**src/rtl/assert_macros.svh**
```systemverilog
// assertion macros used by the queue top level
`ifndef ASSERT_MACROS_SVH
`define ASSERT_MACROS_SVH

// property must hold at every clock edge outside reset
`define SJQ_ASSERT(name, clk, rstn, prop, msg) \
    name: assert property (@(posedge clk) disable iff (!rstn) prop) \
        else $error(msg);

// expression must never be true outside reset
`define SJQ_ASSERT_NEVER(name, clk, rstn, expr, msg) \
    name: assert property (@(posedge clk) disable iff (!rstn) !(expr)) \
        else $error(msg);

`endif

```
**src/rtl/sjq_pkg.sv**
```systemverilog
// types, codes and helpers of the sorted job queue
`default_nettype none

package sjq_pkg;

    localparam int QUEUE_DEPTH = 16;
    localparam int CNT_W       = $clog2(QUEUE_DEPTH + 1);
    localparam int KEY_W       = 16;

    // operation codes
    localparam logic [1:0] KIND_INSERT = 2'd0;
    localparam logic [1:0] KIND_POP    = 2'd1;
    localparam logic [1:0] KIND_RESORT = 2'd2;

    // ordering modes
    localparam logic [1:0] MODE_FCFS = 2'd0;
    localparam logic [1:0] MODE_SJF  = 2'd1;
    localparam logic [1:0] MODE_PRIO = 2'd2;

    // result status codes
    localparam logic [1:0] STATUS_OK    = 2'd0;
    localparam logic [1:0] STATUS_EMPTY = 2'd1;
    localparam logic [1:0] STATUS_FULL  = 2'd2;

    typedef struct packed {
        logic [7:0]  job_id;
        logic [15:0] cpu_time;
        logic [7:0]  job_priority;
    } job_t;

    typedef struct packed {
        logic [1:0]  kind;
        logic [7:0]  job_id;
        logic [15:0] cpu_time;
        logic [7:0]  job_priority;
    } in_item_t;

    typedef struct packed {
        logic [1:0]       status;
        logic [7:0]       out_job_id;
        logic [15:0]      out_cpu_time;
        logic [7:0]       out_priority;
        logic [CNT_W-1:0] fill;
    } out_item_t;

    // what every cell does with its entry
    typedef enum logic [1:0] {
        MOVE_HOLD,
        MOVE_INSERT,
        MOVE_LEFT,
        MOVE_SORT
    } move_t;

    typedef enum logic [2:0] {
        S_IDLE,
        S_INSERT,
        S_POP,
        S_REPLY,
        S_SORT_EVAL,
        S_SORT_MOVE
    } state_t;

    // broadcast from the controller to the row of cells
    typedef struct packed {
        logic             eval;
        logic             ordered;
        logic             cpu_key;
        logic [KEY_W-1:0] key;
        logic [CNT_W-1:0] lo;
        logic [CNT_W-1:0] hi;
        move_t            move;
        job_t             new_entry;
    } cell_ctrl_t;

    function automatic logic [KEY_W-1:0] job_key(job_t j, logic cpu_key);
        logic [KEY_W-1:0] k;
        if (cpu_key) begin
            k = j.cpu_time;
        end else begin
            k = {{(KEY_W - 8){1'b0}}, j.job_priority};
        end
        return k;
    endfunction

endpackage

`default_nettype wire

```
**src/rtl/sjq_cell.sv**
```systemverilog
// one slot of the queue: holds a job, flags the insert point, shifts
`default_nettype none

module sjq_cell #(
    parameter int CELL_INDEX = 0
) (
    input  logic                       aclk,
    input  logic                       aresetn,
    input  sjq_pkg::cell_ctrl_t        ctrl,
    input  logic [sjq_pkg::KEY_W-1:0]  left_key,
    input  sjq_pkg::job_t              left_entry,
    input  sjq_pkg::job_t              right_entry,
    input  logic                       clr_before,
    input  logic                       clr_at,
    input  logic                       clr_next,
    output sjq_pkg::job_t              entry,
    output logic [sjq_pkg::KEY_W-1:0]  key,
    output logic                       hit
);
    import sjq_pkg::*;

    localparam logic [CNT_W-1:0] IDX = CNT_W'(CELL_INDEX);

    job_t entry_reg;
    job_t entry_next;
    logic hit_reg;
    logic hit_next;
    logic head_hit;
    logic mid_hit;
    logic tail_hit;

    assign key   = job_key(entry_reg, ctrl.cpu_key);
    assign entry = entry_reg;
    assign hit   = hit_reg;

    // insert point test within the sorted region lo..hi-1, or at hi after it (only hi when unordered)
    always_comb begin
        head_hit = (IDX == ctrl.lo) && (ctrl.lo < ctrl.hi) && (key > ctrl.key);
        mid_hit  = (IDX > ctrl.lo) && (IDX < ctrl.hi) &&
                   (left_key <= ctrl.key) && (key >= ctrl.key);
        tail_hit = (IDX == ctrl.hi);
        if (ctrl.ordered) begin
            hit_next = head_hit || mid_hit || tail_hit;
        end else begin
            hit_next = tail_hit;
        end
    end

    // entry movement
    always_comb begin
        entry_next = entry_reg;
        case (ctrl.move)
            MOVE_INSERT: begin
                if (!clr_before) begin
                    entry_next = left_entry;
                end else if (!clr_at) begin
                    entry_next = ctrl.new_entry;
                end
            end
            MOVE_LEFT: begin
                entry_next = right_entry;
            end
            MOVE_SORT: begin
                if (clr_next) begin
                    entry_next = right_entry;
                end else if (clr_at) begin
                    entry_next = ctrl.new_entry;
                end
            end
            default: begin
                entry_next = entry_reg;
            end
        endcase
    end

    always_ff @(posedge aclk) begin
        entry_reg <= entry_next;
    end

    always_ff @(posedge aclk) begin
        if (!aresetn) begin
            hit_reg <= 1'b0;
        end else if (ctrl.eval) begin
            hit_reg <= hit_next;
        end
    end

endmodule

`default_nettype wire

```
**src/rtl/sorted_job_queue.sv**
```systemverilog
// sorted job queue top level: controller, row of cells, result register
//
//   channel   ports               direction  carries
//   s_        s_valid/s_ready     in         in_item_t (insert, pop, resort)
//   m_        m_valid/m_ready     out        out_item_t (status, job, fill)
//   cfg_      cfg_wr_en           in         order_mode, no wait
//
// insert: the accept cycle evaluates the insert point in every cell and the insert
// state shifts the row; pop shifts it left in the pop state; rejected or ignored
// operations only reply. resort moves each job from the head into the sorted
// tail in an evaluate state and a shift state.
// reset clears fill and control only; slots need no clearing pass.
// a stalled result register holds the controller in its finishing state.
`default_nettype none

module sorted_job_queue (
    input  logic                aclk,
    input  logic                aresetn,
    input  logic                s_valid,
    output logic                s_ready,
    input  sjq_pkg::in_item_t   s_data,
    output logic                m_valid,
    input  logic                m_ready,
    output sjq_pkg::out_item_t  m_data,
    input  logic                cfg_wr_en,
    input  logic [1:0]          cfg_wr_data
);
    import sjq_pkg::*;

`include "assert_macros.svh"

    localparam logic [CNT_W-1:0] DEPTH_CNT = CNT_W'(QUEUE_DEPTH);
    localparam logic [CNT_W-1:0] ONE_CNT   = CNT_W'(1);

    state_t           state_reg, state_next;
    logic [1:0]       mode_reg;
    logic [CNT_W-1:0] count_reg, count_next;
    logic [CNT_W-1:0] lo_reg, lo_next;
    logic [1:0]       status_reg, status_next;
    job_t             new_reg, new_next;
    logic             m_valid_reg, m_valid_next;
    out_item_t        m_data_reg;

    cell_ctrl_t       ctrl;
    logic             res_load;
    out_item_t        res_data;
    logic             out_free;
    logic             ordered;
    job_t             in_job;

    job_t             entries [QUEUE_DEPTH];
    logic [KEY_W-1:0] keys    [QUEUE_DEPTH];
    logic [QUEUE_DEPTH-1:0] hit_vec;
    logic [QUEUE_DEPTH-1:0] clr_at_vec;

    assign out_free = !m_valid_reg || m_ready;
    assign ordered  = (mode_reg == MODE_SJF) || (mode_reg == MODE_PRIO);
    assign in_job   = '{job_id: s_data.job_id, cpu_time: s_data.cpu_time,
                        job_priority: s_data.job_priority};

    // row of cells
    genvar i;
    generate
        for (i = 0; i < QUEUE_DEPTH; i++) begin : g_cell
            logic [KEY_W-1:0] left_key_w;
            job_t             left_entry_w;
            job_t             right_entry_w;
            logic             clr_before_w;
            logic             clr_next_w;

            // no insert point at or before this cell
            assign clr_at_vec[i] = ~|hit_vec[i:0];

            if (i == 0) begin : g_first
                assign left_key_w   = '0;
                assign left_entry_w = entries[0];
                assign clr_before_w = 1'b1;
            end else begin : g_inner_left
                assign left_key_w   = keys[i-1];
                assign left_entry_w = entries[i-1];
                assign clr_before_w = clr_at_vec[i-1];
            end

            if (i == QUEUE_DEPTH - 1) begin : g_last
                assign right_entry_w = entries[i];
                assign clr_next_w    = 1'b0;
            end else begin : g_inner_right
                assign right_entry_w = entries[i+1];
                assign clr_next_w    = clr_at_vec[i+1];
            end

            sjq_cell #(
                .CELL_INDEX (i)
            ) u_cell (
                .aclk        (aclk),
                .aresetn     (aresetn),
                .ctrl        (ctrl),
                .left_key    (left_key_w),
                .left_entry  (left_entry_w),
                .right_entry (right_entry_w),
                .clr_before  (clr_before_w),
                .clr_at      (clr_at_vec[i]),
                .clr_next    (clr_next_w),
                .entry       (entries[i]),
                .key         (keys[i]),
                .hit         (hit_vec[i])
            );
        end
    endgenerate

    // next state
    always_comb begin
        state_next = state_reg;
        case (state_reg)
            S_IDLE: begin
                if (s_valid) begin
                    case (s_data.kind)
                        KIND_INSERT: begin
                            state_next = (count_reg < DEPTH_CNT) ? S_INSERT : S_REPLY;
                        end
                        KIND_POP: begin
                            state_next = (count_reg != '0) ? S_POP : S_REPLY;
                        end
                        KIND_RESORT: begin
                            state_next = (ordered && count_reg != '0) ? S_SORT_EVAL
                                                                      : S_REPLY;
                        end
                        default: begin
                            state_next = S_REPLY;
                        end
                    endcase
                end
            end
            S_INSERT, S_POP, S_REPLY: begin
                if (out_free) begin
                    state_next = S_IDLE;
                end
            end
            S_SORT_EVAL: begin
                state_next = S_SORT_MOVE;
            end
            S_SORT_MOVE: begin
                state_next = (lo_reg == ONE_CNT) ? S_REPLY : S_SORT_EVAL;
            end
            default: begin
                state_next = S_IDLE;
            end
        endcase
    end

    // controller outputs and datapath updates
    always_comb begin
        s_ready        = 1'b0;
        res_load       = 1'b0;
        res_data       = '0;
        res_data.fill  = count_reg;
        count_next     = count_reg;
        lo_next        = lo_reg;
        status_next    = status_reg;
        new_next       = new_reg;
        ctrl.eval      = 1'b0;
        ctrl.ordered   = ordered;
        ctrl.cpu_key   = (mode_reg == MODE_SJF);
        ctrl.key       = keys[0];
        ctrl.lo        = lo_reg;
        ctrl.hi        = count_reg;
        ctrl.move      = MOVE_HOLD;
        ctrl.new_entry = entries[0];
        case (state_reg)
            S_IDLE: begin
                s_ready  = 1'b1;
                ctrl.key = job_key(in_job, mode_reg == MODE_SJF);
                ctrl.lo  = '0;
                if (s_valid) begin
                    new_next    = in_job;
                    lo_next     = count_reg;
                    status_next = STATUS_OK;
                    if (s_data.kind == KIND_INSERT) begin
                        if (count_reg < DEPTH_CNT) begin
                            ctrl.eval = 1'b1;
                        end else begin
                            status_next = STATUS_FULL;
                        end
                    end else if (s_data.kind == KIND_POP && count_reg == '0) begin
                        status_next = STATUS_EMPTY;
                    end
                end
            end
            S_INSERT: begin
                ctrl.new_entry = new_reg;
                if (out_free) begin
                    ctrl.move     = MOVE_INSERT;
                    count_next    = count_reg + ONE_CNT;
                    res_load      = 1'b1;
                    res_data.fill = count_reg + ONE_CNT;
                end
            end
            S_POP: begin
                if (out_free) begin
                    ctrl.move             = MOVE_LEFT;
                    count_next            = count_reg - ONE_CNT;
                    res_load              = 1'b1;
                    res_data.status       = STATUS_OK;
                    res_data.out_job_id   = entries[0].job_id;
                    res_data.out_cpu_time = entries[0].cpu_time;
                    res_data.out_priority = entries[0].job_priority;
                    res_data.fill         = count_reg - ONE_CNT;
                end
            end
            S_REPLY: begin
                if (out_free) begin
                    res_load        = 1'b1;
                    res_data.status = status_reg;
                end
            end
            S_SORT_EVAL: begin
                ctrl.eval = 1'b1;
            end
            S_SORT_MOVE: begin
                ctrl.move = MOVE_SORT;
                lo_next   = lo_reg - ONE_CNT;
            end
            default: begin
                s_ready = 1'b0;
            end
        endcase
    end

    // result register
    always_comb begin
        if (res_load) begin
            m_valid_next = 1'b1;
        end else if (m_ready) begin
            m_valid_next = 1'b0;
        end else begin
            m_valid_next = m_valid_reg;
        end
    end

    always_ff @(posedge aclk) begin
        if (res_load) begin
            m_data_reg <= res_data;
        end
    end

    // control registers
    always_ff @(posedge aclk) begin
        if (!aresetn) begin
            state_reg   <= S_IDLE;
            mode_reg    <= MODE_FCFS;
            count_reg   <= '0;
            lo_reg      <= '0;
            status_reg  <= STATUS_OK;
            m_valid_reg <= 1'b0;
        end else begin
            state_reg   <= state_next;
            count_reg   <= count_next;
            lo_reg      <= lo_next;
            status_reg  <= status_next;
            m_valid_reg <= m_valid_next;
            if (cfg_wr_en) begin
                mode_reg <= cfg_wr_data;
            end
        end
    end

    // job latched from every accepted transfer, used by insert
    always_ff @(posedge aclk) begin
        new_reg <= new_next;
    end

    assign m_valid = m_valid_reg;
    assign m_data  = m_data_reg;

    // checks
    `SJQ_ASSERT_NEVER(a_fill_bound, aclk, aresetn, count_reg > DEPTH_CNT, "fill above depth")
    `SJQ_ASSERT(a_insert_point, aclk, aresetn, (state_reg == S_INSERT) |-> (hit_vec != '0), "insert without an insert point")
    `SJQ_ASSERT(a_result_free, aclk, aresetn, res_load |-> (!m_valid_reg || m_ready), "result overwrites a pending transfer")
    `SJQ_ASSERT(a_pop_count, aclk, aresetn, (state_reg == S_POP && res_load) |=> (count_reg == $past(count_reg) - ONE_CNT), "pop did not lower fill")

endmodule

`default_nettype wire
```
**config.mk**
```make
export PLATFORM = sky130hd
export DESIGN_NAME = sorted_job_queue
export DESIGN_NICKNAME = d
export VERILOG_FILES = /design/src/rtl/sjq_pkg.sv /design/src/rtl/sjq_cell.sv /design/src/rtl/sorted_job_queue.sv
export VERILOG_INCLUDE_DIRS = /design/src /design/src/rtl
export SDC_FILE = /design/constraint.sdc
export NUM_CORES = 2
export LEC_CHECK = 0
export BUFFER_PORTS_ARGS = -buffer_cell sky130_fd_sc_hd__buf_4
export CORE_ASPECT_RATIO = 0.7
export CORE_UTILIZATION = 40
export CTS_CLUSTER_DIAMETER = 30
export DETAILED_ROUTE_END_ITERATION = 8
export GPL_TIMING_DRIVEN = 0
export MAX_ROUTING_LAYER = met4
export SLEW_MARGIN = 20
export SYNTH_ARGS = -nofsm -noshare
export SYNTH_HDL_FRONTEND = slang
export SYNTH_SLANG_ARGS = --single-unit
export TNS_END_PERCENT = 1
```
**constraint.sdc**
```tcl
create_clock -name aclk -period 5.1 [get_ports aclk]
set_clock_uncertainty 0.1 [all_clocks]
set_input_delay 0.255 -clock aclk [delete_from_list [all_inputs] [get_ports aclk]]
set_output_delay 0.255 -clock aclk [all_outputs]
set_load 0.05 [all_outputs]
```
==> key figures <==
Placed design
  – Placed cell count: 4,931
  – Placer congestion estimate: 1.07
  – IO Port Bufs: 80
  – DP HPWL: 142 mm

Worst setup path
  – Worst setup startpoint: state_reg[2]
  – End of the critical path: g_cell[6].u_cell.hit
  – CP required: 5600 ps
  – Crit. End Element: flop
  – Reg2Reg Launch Point: state_reg[2]
  – Worst r2r dst: g_cell[6].u_cell.hit
  – Worst R2R Path Depth: 16
  – Crit path kind: reg2reg
  – Arrival @ worst endpoint: 5710 ps
  – Maximum fanout along the worst path: 16
  – Worst setup SP type: flop
  – R2r setup slk: -120 ps

Cells and area
  – Multi-input logic area: 18,400 um2
  – Sequential cell area: 18,200 um2
  – Layout cells sized above 1: 0.150
  – Layout Area Growth over Synthesis: 21.6%
  – Most frequent cells in the layout: 583 x edfxtp_1, 281 x nor2_1, 248 x o21ai_0, 247 x ha_1, 234 x nand2_1
  – Max FFs per register: 512
  – Most common cell after layout, fill and taps aside: edfxtp_1
  – Post-route insts no fill: 5,220
  – Fill count: 8,561
  – Nets@finish: 4,156

Timing
  – Fin crit share: 1.02
  – Max frequency: 192 MHz
  – Post-route setup slack: -117 ps
  – Final TNS setup: -232 ps
  – Final Hold Violating Endpoints: 0
  – Setup violations, final: 5
  – Slew headroom: 0.134
  – Worst hold slack: 140 ps
  – Final Max Tran Viols: 0
  – RSZ-0062 raised after global routing: false
  – Final Critical Period: 5220 ps
  – Tightest Pin Transition: 1290 ps

Routing
  – Post-Route WL: 178 mm
  – Initial drt markers: 7,093
  – Routed Antenna Nets: 0
  – Post-DR wirelength/cell: 34.2 um
  – Vias after detailed routing: 35,200
  – Pre-antenna DRT Iters: 9
  – Via density: 6.74
  – DR DRC count: 7

Outcome
  – Outcome: complete, but fails checks
  – Failing checks: DRC, setup timing

GRT
  – Number of global-route vias before repair: 32,000
  – GRT Total Usage: 0.374
  – GRT overflow: 0
  – Initial antenna violation count: 4
  – Largest net degree at the start of global routing: 21
  – First-pass GRT wire length: 245 mm

Synthesis
  – Most used DFF post-synth: edfxtp_1
  – Syn_nets: 3,863
  – Sequential share of the synthesized area: 0.480
  – Post-synthesis mux area share: 0.0600
  – Area fraction in compound gates after synthesis: 0.209
  – Synth unique cells: 82
  – EDFF count, synth: 583
  – Xor/xnor cell area share of the yosys netlist: 0.00554
  – Adder-cell share of the synthesized area: 0.0829
  – Largest family of logic cells by synthesized area: compound AO/OA/AOI/OAI gates
  – Post-Syn Area: 37,900 um2
  – Post-Synth Simple-Gate Area: 0.115
  – Syn_area_per_cell: 10.6 um2
  – Cells after Synth: 3,574
  – FF+latch count, synth: 617
  – Async SR Flop Fraction: 0
  – YS warnings: 0

Clocking
  – Sink Count: 617
  – Clk_lat worst skew: 750 ps
  – CTS tree: built
  – CTS buffer count: 130
  – Clock-pin slew on the worst setup and hold paths: 50 ps
  – Clock Tree Buf Depth: 3
  – H-tree depth: 4
  – Root buffer cell: clkbuf_16

Die
  – Die Y-Extent: 260 um
  – Core Area: 94,000 um2
  – I/O pins: 82
  – Initial cell density of the core: 0.404
  – Row count: 94
  – Die span in x: 370 um
  – Die area: 96,100 um2

Power
  – Power share of the combinational group: 0.383
  – Peak supply drop: 0.000311 V
  – Sequential share of power: 0.300
  – PwrDens: 579 nW/um2
  – Net Sw Power: 11.0 mW
  – Clock network fraction of total power: 0.317
  – Cell-internal power: 15.8 mW
  – Switch share: 0.410
  – Power Total: 26.7 mW
  – P_leak: 17.4 nW

Hold path
  – Min-Delay Path Class: in2reg
  – Worst hold stages: 2

Flow run
  – Max-Cap Viols: 0
-- cell type report --
cell class	count	share of cell area
multi-input combinational	2482	0.400
sequential	617	0.394
clock buffer	150	0.0745
timing repair buffer	164	0.0384
tap	1248	0.0339
buffer	272	0.0241
clock inverter	84	0.0183
inverter	200	0.0164
antenna	3	0.000163
-- metrics by stage --
step | setup slack (ps) | area (um2) | utilization
floorplan | 195 | 37900 | -
global placement | -3000 | 40100 | 0.427
detailed placement | -2340 | 41000 | 0.436
CTS | -10.5 | 46000 | 0.489
global route | 23.1 | 46100 | 0.491
finish | -117 | 46100 | 0.491
-- power by group through the flow --
stage          clock, mW  sequential [mW]  combinational [mW]
6_report            8.46             8.02                10.2
5_1_grt             8.66             8.07                10.5
4_1_cts             8.42             7.97                9.45
3_5_place_dp           0             8.05                9.25
3_3_place_gp           0             8.16                8.80
2_1_floorplan          0             7.89                5.32
-- repair_timing --
| action | 4_1_cts | 5_1_grt |
|---|---|---|
| endpoints found under the setup margin | 16 | 16 |
| setup buffers | 6 | 5 |
| pin swaps | 3 | 5 |
| resized for setup | 58 | 16 |
| endpoints found under the hold margin | 40 | 0 |
| hold buffers | 43 | 0 |
-- critical path: stages (launching register included) --
cell and delay, ps:
dfxtp_1 390, or3_1 430, buf_6 190, clkinvlp_4 220, clkbuf_4 310, clkbuf_4 300, nand2_1 90, nand2_1 80
nand2_2 310, ha_1 490, nand4_1 430, nor4_4 570, nand4_1 140, nor2_1 420, o32ai_1 140, o211ai_1 310
a21oi_1 110
-- logic make-up after synthesis --
family / Yosys count
buf+inv: 475
simple gates: 910
compound gates: 1088
mux: 208
fa+ha+maj: 252
flops: 617
xor+xnor: 24
-- layer usage --
layer	share of wire	wire length, um	GRT usage
met4	0.026	4670	0.112
met1	0.42	75700	0.533
met2	0.36	64700	0.444
met3	0.19	33200	0.189
met5	0	0	-
-- Yosys cell counts (4+ instances only) --
master,number,share of area
a21oi_1,188,0.025
clkbuf_1,203,0.020
o31ai_1,8,0.0016
nand2_1,243,0.024
nor2_1,284,0.028
o2111ai_1,4,0.00092
and2_1,140,0.023
a22oi_1,85,0.017
a221o_1,154,0.041
a211oi_1,46,0.0091
o21ai_1,7,0.00092
a31o_2,4,0.00092
dfxtp_1,34,0.018
a21boi_0,6,0.0012
and3_1,47,0.0078
nor4_1,10,0.0016
o21bai_1,6,0.0012
edfxtp_1,583,0.46
a222oi_1,161,0.042
maj3_1,4,0.0011
mux2_2,131,0.039
a31oi_1,15,0.0025
ha_1,248,0.082
o22ai_1,10,0.0016
xnor2_1,22,0.0051
nor3b_1,4,0.00079
a32oi_1,4,0.00092
o21a_1,8,0.0016
nand4_1,33,0.0054
nand2b_1,15,0.0025
a21o_1,28,0.0055
o21ai_0,266,0.035
buf_2,35,0.0046
o211ai_1,8,0.0016
o221ai_1,39,0.0090
nand3_1,47,0.0062
or2_2,4,0.00066
a221oi_1,13,0.0030
nor2b_1,19,0.0031
nor3_1,28,0.0037
or3_1,9,0.0015
inv_1,199,0.020
and4_1,6,0.0014
mux2i_1,74,0.020
buf_1,36,0.0036
-- how the worst min path moves through the flow --
stage | end | start | slack [ps]
after CTS | new_reg[26] | s_data[26] | 110
after detailed placement | new_reg[28] | s_data[28] | 330
after floorplan | new_reg[0] | s_data[0] | 250
final | new_reg[8] | s_data[8] | 140
after global routing | new_reg[27] | s_data[27] | 140
after global placement | new_reg[25] | s_data[25] | 330
(Power assumes the default switching activity.)
